$ cat src/design/lcbd_pkg.sv
`default_nettype none
package lcbd_pkg;

    localparam int LCBD_MAX_BITS = 32;
    localparam logic [5:0] WORD_LENGTH_RESET = 6'd32;

    typedef enum logic [1:0] {
        CMD_CLEAR  = 2'd0,
        CMD_INSERT = 2'd1,
        CMD_DECODE = 2'd2,
        CMD_NOP    = 2'd3
    } t_cmd;

    typedef enum logic [2:0] {
        S_IDLE,
        S_RED,
        S_PA,
        S_PB,
        S_PC,
        S_STR,
        S_DRN,
        S_FIN
    } t_state;

    typedef enum logic [1:0] {
        JOB_INSERT,
        JOB_SYND,
        JOB_TABLE
    } t_job;

    // Request from the sequencer to the basis unit.
    typedef struct packed {
        logic start;
        logic insert;
        logic clear;
    } t_red_req;

    typedef struct packed {
        logic done;
    } t_red_rsp;

endpackage
`default_nettype wire

$ cat src/design/lcbd_basis.sv
`default_nettype none
module lcbd_basis
    import lcbd_pkg::*;
#(
    parameter int MAX_BITS = LCBD_MAX_BITS,
    localparam int IW = $clog2(MAX_BITS),
    localparam int CW = $clog2(MAX_BITS + 1)
) (
    input  wire                 i_clk,
    input  wire                 i_rst_n,
    input  wire  t_red_req      i_req,
    input  wire  [MAX_BITS-1:0] i_word,
    input  wire  [CW-1:0]       i_len,
    input  wire  [MAX_BITS-1:0] i_mask,
    output t_red_rsp            o_rsp,
    output logic [MAX_BITS-1:0] o_rem
);

    logic [MAX_BITS-1:0] basis_mem [MAX_BITS];
    logic [MAX_BITS-1:0] r_rdata;
    logic [MAX_BITS-1:0] r_pv;
    logic [MAX_BITS-1:0] r_w;
    logic [CW-1:0]       r_i;
    logic                r_busy;
    logic                r_ins;

    logic [CW:0]         i_plus;
    logic [IW-1:0]       rd_addr;
    logic [IW-1:0]       bit_idx;
    logic                apply;
    logic                last;
    logic [MAX_BITS-1:0] n_w;
    logic                wr_en;
    logic [IW-1:0]       wr_addr;

    function automatic logic [IW-1:0] low_bit(input logic [MAX_BITS-1:0] v);
        logic [IW-1:0] r;
        r = '0;
        for (int k = MAX_BITS - 1; k >= 0; k--) begin
            if (v[k]) begin
                r = IW'(k);
            end
        end
        return r;
    endfunction

    assign i_plus  = (CW + 1)'(r_i) + (CW + 1)'(1);
    assign rd_addr = i_req.start ? '0 : i_plus[IW-1:0];
    assign bit_idx = r_i[IW-1:0];
    assign apply   = (r_i < i_len) && r_w[bit_idx] && r_pv[bit_idx];
    assign n_w     = apply ? (r_w ^ (r_rdata & i_mask)) : r_w;
    assign last    = i_plus >= (CW + 1)'(i_len);

    assign o_rsp.done = r_busy && last;
    assign o_rem      = n_w;
    assign wr_en      = r_busy && last && r_ins && (n_w != '0);
    assign wr_addr    = low_bit(n_w);

    always_ff @(posedge i_clk) begin
        r_rdata <= basis_mem[rd_addr];
        if (wr_en) begin
            basis_mem[wr_addr] <= n_w;
        end
    end

    always_ff @(posedge i_clk) begin
        if (!i_rst_n) begin
            r_busy <= 1'b0;
            r_pv   <= '0;
        end else begin
            if (i_req.clear) begin
                r_pv <= '0;
            end else if (wr_en) begin
                r_pv[wr_addr] <= 1'b1;
            end
            if (i_req.start) begin
                r_busy <= 1'b1;
            end else if (last) begin
                r_busy <= 1'b0;
            end
        end
    end

    always_ff @(posedge i_clk) begin
        if (i_req.start) begin
            r_w   <= i_word;
            r_i   <= '0;
            r_ins <= i_req.insert;
        end else if (r_busy) begin
            r_w <= n_w;
            r_i <= i_plus[CW-1:0];
        end
    end

endmodule
`default_nettype wire

$ cat src/design/linear_code_bounded_distance_decoder.sv
`default_nettype none
// A clear empties the basis without leaving idle; an insert reduces the word by the basis
// and stores a nonzero remainder as a new row. Decode reduces the word to its syndrome,
// builds the syndrome table one bit at a time, then streams flip patterns of weight 1..3,
// loading each pair or triple prefix before streaming the remaining bit.
// Throughput is one item at a time: the input stalls until the current command ends.
// Reset (synchronous, active low) empties the basis and sets word length to 32.
module linear_code_bounded_distance_decoder
    import lcbd_pkg::*;
#(
    parameter int MAX_BITS = LCBD_MAX_BITS
) (
    input  wire         i_clk,
    input  wire         i_rst_n,
    input  wire         i_cfg_we,
    input  wire  [5:0]  i_cfg_data,
    input  wire         i_valid,
    output logic        o_stall,
    input  wire  [1:0]  i_command,
    input  wire  [31:0] i_data_word,
    output logic        o_valid,
    input  wire         i_stall,
    output logic        o_found,
    output logic [31:0] o_codeword,
    output logic [1:0]  o_flips
);

    localparam int IW = $clog2(MAX_BITS);
    localparam int CW = $clog2(MAX_BITS + 1);
    localparam int EW = CW + 2;
    localparam logic [MAX_BITS-1:0] ONE = MAX_BITS'(1);

    // Configuration and effective word length.
    logic [5:0]          r_word_length;
    logic [6:0]          len_full;
    logic [CW-1:0]       eff_len;
    logic [MAX_BITS-1:0] mask;
    logic [EW-1:0]       len_e;

    always_ff @(posedge i_clk) begin
        if (!i_rst_n) begin
            r_word_length <= WORD_LENGTH_RESET;
        end else if (i_cfg_we) begin
            r_word_length <= i_cfg_data;
        end
    end

    assign len_full = ({1'b0, r_word_length} > 7'(MAX_BITS)) ? 7'(MAX_BITS)
                                                               : {1'b0, r_word_length};
    assign eff_len  = len_full[CW-1:0];
    assign len_e    = EW'(eff_len);

    always_comb begin
        for (int k = 0; k < MAX_BITS; k++) begin
            mask[k] = (k < int'(eff_len));
        end
    end

    // Basis unit: holds the echelon rows and reduces one word at a time.
    t_red_req            red_req;
    t_red_rsp            red_rsp;
    logic [MAX_BITS-1:0] red_word;
    logic [MAX_BITS-1:0] red_rem;

    lcbd_basis #(
        .MAX_BITS (MAX_BITS)
    ) u_basis (
        .i_clk   (i_clk),
        .i_rst_n (i_rst_n),
        .i_req   (red_req),
        .i_word  (red_word),
        .i_len   (eff_len),
        .i_mask  (mask),
        .o_rsp   (red_rsp),
        .o_rem   (red_rem)
    );

    // Syndrome table: entry a holds the reduction of the single bit a.
    // Reduction is linear, so a flip pattern is a codeword neighbor exactly
    // when the table entries of its bits XOR to the syndrome of the word.
    logic [MAX_BITS-1:0] tab_mem [MAX_BITS];
    logic [MAX_BITS-1:0] r_tdata;
    logic [IW-1:0]       t_rd;
    logic                t_we;

    t_state              r_state, n_state;
    t_job                r_job, n_job;
    logic [MAX_BITS-1:0] r_x, n_x;
    logic [MAX_BITS-1:0] r_s, n_s;
    logic [MAX_BITS-1:0] r_pp, n_pp;
    logic [MAX_BITS-1:0] r_best, n_best;
    logic [CW-1:0]       r_a, n_a;
    logic [CW-1:0]       r_b, n_b;
    logic [CW-1:0]       r_c, n_c;
    logic [CW-1:0]       r_cd, n_cd;
    logic [1:0]          r_lvl, n_lvl;
    logic                r_hit, n_hit;
    logic                r_dv, n_dv;
    logic                r_ov, n_ov;
    logic                r_of, n_of;
    logic [31:0]         r_ocw, n_ocw;
    logic [1:0]          r_ofl, n_ofl;

    logic                accept;
    logic [MAX_BITS-1:0] xw;
    logic [MAX_BITS-1:0] emask;
    logic [MAX_BITS-1:0] cand;
    logic                hit_now;
    logic [EW-1:0]       a_e, b_e, c_e;

    assign o_stall    = (r_state != S_IDLE);
    assign accept     = i_valid && !o_stall;
    assign xw         = MAX_BITS'(i_data_word) & mask;
    assign o_valid    = r_ov;
    assign o_found    = r_of;
    assign o_codeword = r_ocw;
    assign o_flips    = r_ofl;

    assign a_e = EW'(r_a);
    assign b_e = EW'(r_b);
    assign c_e = EW'(r_c);

    // A candidate is the received word with the prefix bits and the streamed
    // bit flipped; it is a codeword when its syndrome comes out zero.
    always_comb begin
        emask = ONE << r_cd[IW-1:0];
        if (r_lvl >= 2'd2) begin
            emask = emask | (ONE << r_a[IW-1:0]);
        end
        if (r_lvl == 2'd3) begin
            emask = emask | (ONE << r_b[IW-1:0]);
        end
    end
    assign cand    = r_x ^ emask;
    assign hit_now = r_dv && ((r_pp ^ r_tdata) == '0)
                     && ((r_state == S_STR) || (r_state == S_DRN));

    always_ff @(posedge i_clk) begin
        r_tdata <= tab_mem[t_rd];
        if (t_we) begin
            tab_mem[r_a[IW-1:0]] <= red_rem;
        end
    end

    always_comb begin
        n_state  = r_state;
        n_job    = r_job;
        n_x      = r_x;
        n_s      = r_s;
        n_pp     = r_pp;
        n_best   = r_best;
        n_a      = r_a;
        n_b      = r_b;
        n_c      = r_c;
        n_cd     = r_cd;
        n_lvl    = r_lvl;
        n_hit    = r_hit;
        n_dv     = r_dv;
        n_ov     = r_ov && i_stall;
        n_of     = r_of;
        n_ocw    = r_ocw;
        n_ofl    = r_ofl;
        red_req  = '0;
        red_word = xw;
        t_rd     = r_c[IW-1:0];
        t_we     = 1'b0;

        if (hit_now) begin
            if (!r_hit || (cand < r_best)) begin
                n_best = cand;
            end
            n_hit = 1'b1;
        end

        unique case (r_state)
            S_IDLE: begin
                if (accept) begin
                    unique case (t_cmd'(i_command))
                        CMD_CLEAR: begin
                            red_req.clear = 1'b1;
                        end
                        CMD_INSERT: begin
                            red_req.start  = 1'b1;
                            red_req.insert = 1'b1;
                            n_job          = JOB_INSERT;
                            n_state        = S_RED;
                        end
                        CMD_DECODE: begin
                            red_req.start = 1'b1;
                            n_job         = JOB_SYND;
                            n_x           = xw;
                            n_hit         = 1'b0;
                            n_state       = S_RED;
                        end
                        CMD_NOP: begin
                        end
                        default: begin
                        end
                    endcase
                end
            end
            S_RED: begin
                red_word = (ONE << r_a[IW-1:0]) & mask;
                if (red_rsp.done) begin
                    unique case (r_job)
                        JOB_INSERT: begin
                            n_state = S_IDLE;
                        end
                        JOB_SYND: begin
                            n_s = red_rem;
                            if (red_rem == '0) begin
                                // The received word is itself a codeword.
                                n_hit   = 1'b1;
                                n_best  = r_x;
                                n_lvl   = 2'd0;
                                n_state = S_FIN;
                            end else begin
                                n_job         = JOB_TABLE;
                                n_a           = '0;
                                red_word      = ONE & mask;
                                red_req.start = 1'b1;
                            end
                        end
                        JOB_TABLE: begin
                            t_we = 1'b1;
                            if (a_e + EW'(1) < len_e) begin
                                n_a           = r_a + CW'(1);
                                red_word      = (ONE << n_a[IW-1:0]) & mask;
                                red_req.start = 1'b1;
                            end else begin
                                n_lvl   = 2'd1;
                                n_pp    = r_s;
                                n_c     = '0;
                                n_dv    = 1'b0;
                                n_state = S_STR;
                            end
                        end
                        default: begin
                            n_state = S_IDLE;
                        end
                    endcase
                end
            end
            S_PA: begin
                t_rd    = r_a[IW-1:0];
                n_state = S_PB;
            end
            S_PB: begin
                t_rd = r_b[IW-1:0];
                n_pp = r_s ^ r_tdata;
                if (r_lvl == 2'd3) begin
                    n_state = S_PC;
                end else begin
                    n_c     = r_a + CW'(1);
                    n_state = S_STR;
                end
            end
            S_PC: begin
                n_pp    = r_pp ^ r_tdata;
                n_c     = r_b + CW'(1);
                n_state = S_STR;
            end
            S_STR: begin
                t_rd = r_c[IW-1:0];
                n_cd = r_c;
                n_dv = 1'b1;
                if (c_e + EW'(1) >= len_e) begin
                    n_state = S_DRN;
                end else begin
                    n_c = r_c + CW'(1);
                end
            end
            S_DRN: begin
                n_dv = 1'b0;
                // Advance the prefix; at the end of a weight stop on a hit, move on to
                // the next weight, or stop when no further weight fits the length.
                if ((r_lvl == 2'd2) && (a_e + EW'(3) <= len_e)) begin
                    n_a     = r_a + CW'(1);
                    n_state = S_PA;
                end else if ((r_lvl == 2'd3) && (b_e + EW'(3) <= len_e)) begin
                    n_b     = r_b + CW'(1);
                    n_state = S_PA;
                end else if ((r_lvl == 2'd3) && (a_e + EW'(4) <= len_e)) begin
                    n_a     = r_a + CW'(1);
                    n_b     = r_a + CW'(2);
                    n_state = S_PA;
                end else if (n_hit) begin
                    n_state = S_FIN;
                end else if ((r_lvl == 2'd1) && (len_e >= EW'(2))) begin
                    n_lvl   = 2'd2;
                    n_a     = '0;
                    n_state = S_PA;
                end else if ((r_lvl == 2'd2) && (len_e >= EW'(3))) begin
                    n_lvl   = 2'd3;
                    n_a     = '0;
                    n_b     = CW'(1);
                    n_state = S_PA;
                end else begin
                    n_state = S_FIN;
                end
            end
            S_FIN: begin
                // Wait here only while the previous result is still held.
                if (!r_ov || !i_stall) begin
                    n_ov    = 1'b1;
                    n_of    = r_hit;
                    n_ocw   = r_hit ? 32'(r_best) : 32'd0;
                    n_ofl   = r_hit ? r_lvl : 2'd0;
                    n_state = S_IDLE;
                end
            end
            default: begin
                n_state = S_IDLE;
            end
        endcase
    end

    always_ff @(posedge i_clk) begin
        if (!i_rst_n) begin
            r_state <= S_IDLE;
            r_ov    <= 1'b0;
            r_hit   <= 1'b0;
            r_dv    <= 1'b0;
        end else begin
            r_state <= n_state;
            r_ov    <= n_ov;
            r_hit   <= n_hit;
            r_dv    <= n_dv;
        end
    end

    always_ff @(posedge i_clk) begin
        r_job  <= n_job;
        r_x    <= n_x;
        r_s    <= n_s;
        r_pp   <= n_pp;
        r_best <= n_best;
        r_a    <= n_a;
        r_b    <= n_b;
        r_c    <= n_c;
        r_cd   <= n_cd;
        r_lvl  <= n_lvl;
        r_of   <= n_of;
        r_ocw  <= n_ocw;
        r_ofl  <= n_ofl;
    end

endmodule
`default_nettype wire

$ cat config.mk
export PLATFORM = sky130hd
export DESIGN_NAME = linear_code_bounded_distance_decoder
export DESIGN_NICKNAME = d
export VERILOG_FILES = /design/src/design/lcbd_pkg.sv /design/src/design/lcbd_basis.sv /design/src/design/linear_code_bounded_distance_decoder.sv
export SDC_FILE = /design/constraint.sdc
export NUM_CORES = 2
export LEC_CHECK = 0
export BUFFER_PORTS_ARGS = -buffer_cell sky130_fd_sc_hd__buf_2
export CAP_MARGIN = 20
export CELL_PAD_IN_SITES_DETAIL_PLACEMENT = 1
export CELL_PAD_IN_SITES_GLOBAL_PLACEMENT = 1
export CORE_MARGIN = 5
export CORE_UTILIZATION = 25
export DETAILED_ROUTE_END_ITERATION = 8
export GPL_TIMING_DRIVEN = 0
export MAX_ROUTING_LAYER = met4
export PLACE_DENSITY = 0.52
export SLEW_MARGIN = 25
export SYNTH_ARGS = -nofsm -noshare
export SYNTH_HDL_FRONTEND = slang
export SYNTH_SLANG_ARGS = --single-unit
$ cat constraint.sdc
create_clock -name i_clk -period 11.45 [get_ports i_clk]
set_input_delay 2.29 -clock i_clk [delete_from_list [all_inputs] [get_ports i_clk]]
set_output_delay 2.29 -clock i_clk [all_outputs]
set_load 0.02 [all_outputs]
==> out/qor.yml <==
outcome:
  status: "complete, no violations"
sta:
  period_share: 0.828
  period_minus_slack_ps: 9480
  setup_violations: 0
  worst_slack_ps: 1970
  worstMarginPinSlew_ps: 1230
  rsz0062_at_grt: "no"
  fmax_mhz: 105
  hold_viol: 0
  setup_tns_ps: 0
  clock_skew_ps: 68.7
  maxSlewViolCount: 0
  relSlewSlack: 0.172
worst_setup_path:
  critPathTopFamily: "compound AO/OA/AOI/OAI gates"
  worst_setup_path_end_kind: "flop"
  crit_chain: "clkbuf_1 > inv_1 > clkbuf_2 > nand2_1 > ha_1 > nor2b_1 > o21a_1 > o21ai_0 > a21oi_1 > clkbuf_1 > a2111oi_0 > o32ai_1 > nand3_1 > o41ai_2 > buf_2 > nand3_2 > buf_2 > o221a_1 > o31ai_1 > nand4_1"
  cp.arrival_ps: 10070
  reg2reg_depth: 20
  critical_path_class: "reg2reg"
  cp_num_buf_inv: 6
  r2r_slack_ps: 1970
  startpoint_type: "flop"
  crit_fanout: 15
  critical-path-max-stage-delay_ps: 900
  cp.required_ps: 12040
  r2r_end: "u_basis.r_rdata[11]"
  critPathSlowestCell: "o31ai_1"
  regToRegStartpoint: "r_word_length[5]"
cells_and_area:
  multi_input_area_sq_mm: 0.0295
  area_delta_synth_final_pct: 20.9
  seqCellArea_sq_mm: 0.0702
  post-route-util: 0.303
  final_area_sq_mm: 0.122
  drive_above_1_share: 0.191
  fillers: 42404
  nets: 7501
pwr:
  ir_worst_vdd_v: 0.000141
  power_frac_comb: 0.230
  p_int_mw: 16.2
  switching_share: 0.313
  p_seq_frac: 0.433
  clkPwrFrac: 0.337
  p_leak_nw: 39.8
  power_density_mw_per_mm2: 193
  power.switching_mw: 7.36
clock_network:
  htree_levels: 4
  cts_tree: "yes"
  cts-buffers-inserted: 249
  clockBufferDepth: 4
  clock-root-buffer: "clkbuf_16"
  cts_resized: 0
  cts.clk_slew.worst_paths_ps: 60
  cts_setup_buffers: 0
  clk_latency_ps: 940
  cts_sinks: 2386
  postCtsHoldBufs: 0
yosys:
  synth_seq_cells: 2386
  yosysTopAreaCell: "edfxtp_1"
  synth_cell_types: 91
  synth.most_common_cell: "edfxtp_1"
  yosys_warnings: 0
  synth-seq-area-share: 0.695
  synth_area_leaders: "edfxtp_1, mux4_2, dfxtp_1"
  syn_inst: 6639
  avgSynthCellArea_sq_um: 15.2
  synth_top_flop_cell: "edfxtp_1"
  synth-edff-count: 2239
  yosysTopAreaCellShare: 0.666
  synth.net_count: 6783
  synthArstFlopShare: 0
  synth_area_sq_mm: 0.101
  ys_top_cells_by_count: "edfxtp_1, nand2_1, nor2_1"
global_routing:
  grtUsageTotal: 0.176
  grt_pass1_wl_mm: 517
  overflow: 0
  grt_max_degree: 42
  antenna_found_initial: 26
  grt_pass1_vias: 65711
placement:
  gp_congestion: 0.928
  place_hpwl_mm: 279
  portBuffers: 80
  post_dp_cell_area_sq_mm: 0.114
  preCtsSetupSlack_ps: 2230
die:
  die_h_um: 645
  die_area_sq_mm: 0.417
  rows: 233
  coreArea_sq_mm: 0.403
  die_w_um: 645
  initial_core_util: 0.251
  io_pins: 82
drt:
  via_per_inst: 5.01
  dr.pass1.iters: 9
  wire_per_inst_um: 28.6
  via_count: 65007
  drt_iter0_markers: 6704
  routed_wl_mm: 370
  antenna_left: 0
  route.detailed.drc: 0
worst_hold_path:
  holdCritPathClass: "reg2reg"
  hold_depth: 2
  hp-start: "u_basis.r_pv[8]"
  hold_path_end: "u_basis.r_pv[8]"
run:
  drv_cap: 0
-- routing by layer --
layer	up-vias	global-route usage	share of wire
li1	27748	-	-
met1	34401	0.244	0.45
met2	2264	0.268	0.45
met3	594	0.0223	0.058
met4	0	0.0610	0.040
met5	-	-	0
-- tightest hold or removal path, delay by kind of cell, from the launching register on --
kind / cells / cell delay [ps]
DFF: 1 / 330
AOI/OAI and AO/OA: 1 / 50
and+or+nand+nor: 1 / 50
-- power groups by stage --
stage / clock [mW] / sequential, mW / combinational [mW]
floorplan: 0 / 10.3 / 2.74
global placement: 0 / 10.5 / 4.84
detailed placement: 0 / 10.4 / 5.36
CTS: 8.10 / 10.2 / 5.38
global route: 8.46 / 10.2 / 5.69
finish: 7.92 / 10.2 / 5.42
-- area by class of cell --
cell class                      count  area share
Buffer                            463      0.0157
Sequential cell                  2386       0.575
Inverter                           75     0.00241
Tap cell                         5405      0.0554
Clock inverter                    119     0.00768
Timing Repair Buffer              467      0.0455
Clock buffer                      332      0.0559
Antenna cell                        6    0.000123
Multi-Input combinational cell   3715       0.242
-- worst max path at each step --
stage / start / to / slack [ps] / depth (start not counted)
6_report: r_word_length[5] / u_basis.r_rdata[11] / 1970 / 20
2_1_floorplan: r_word_length[5] / u_basis.basis_mem[30][0] / 1890 / 17
3_5_place_dp: r_word_length[5] / u_basis.r_rdata[11] / 2230 / 20
5_1_grt: r_word_length[5] / u_basis.basis_mem[15][13] / 1890 / 23
3_3_place_gp: r_word_length[5] / u_basis.basis_mem[30][22] / -10250 / 17
4_1_cts: r_word_length[5] / u_basis.r_rdata[11] / 2190 / 20
-- stage by stage --
stage / hold WS, ps / instances / power [mW]
6_report: 456 / 12968 / 23.5
5_1_grt: 490 / 12965 / 24.3
4_1_cts: 459 / 12960 / 23.7
3_5_place_dp: 446 / 12509 / 15.7
3_3_place_gp: 433 / 12124 / 15.4
2_1_floorplan: 420 / 6639 / 13.0
-- placed cells by master (no fill, tap or decap), types with 110 or more instances in the layout --
| cell type | n |
|---|---|
| nor2_1 | 367 |
| edfxtp_1 | 2239 |
| and2_1 | 110 |
| mux4_2 | 269 |
| buf_2 | 189 |
| buf_4 | 140 |
| o21ai_0 | 207 |
| a22o_1 | 140 |
| mux2i_1 | 158 |
| a31oi_1 | 138 |
| a21oi_1 | 215 |
| nand2_1 | 547 |
| clkbuf_1 | 380 |
| dfxtp_1 | 147 |
| o221ai_1 | 111 |
| nand3_1 | 116 |
| clkbuf_16 | 257 |
-- cell families after synthesis --
family          after synthesis  share of synthesized area
compound gates             1415                      0.102
mux                         522                     0.0863
xor+xnor                    147                     0.0128
flops                      2386                      0.695
simple gates               1532                     0.0704
fa+ha+maj                    99                     0.0123
buf+inv                     538                     0.0214
(Power assumes the default switching activity.)
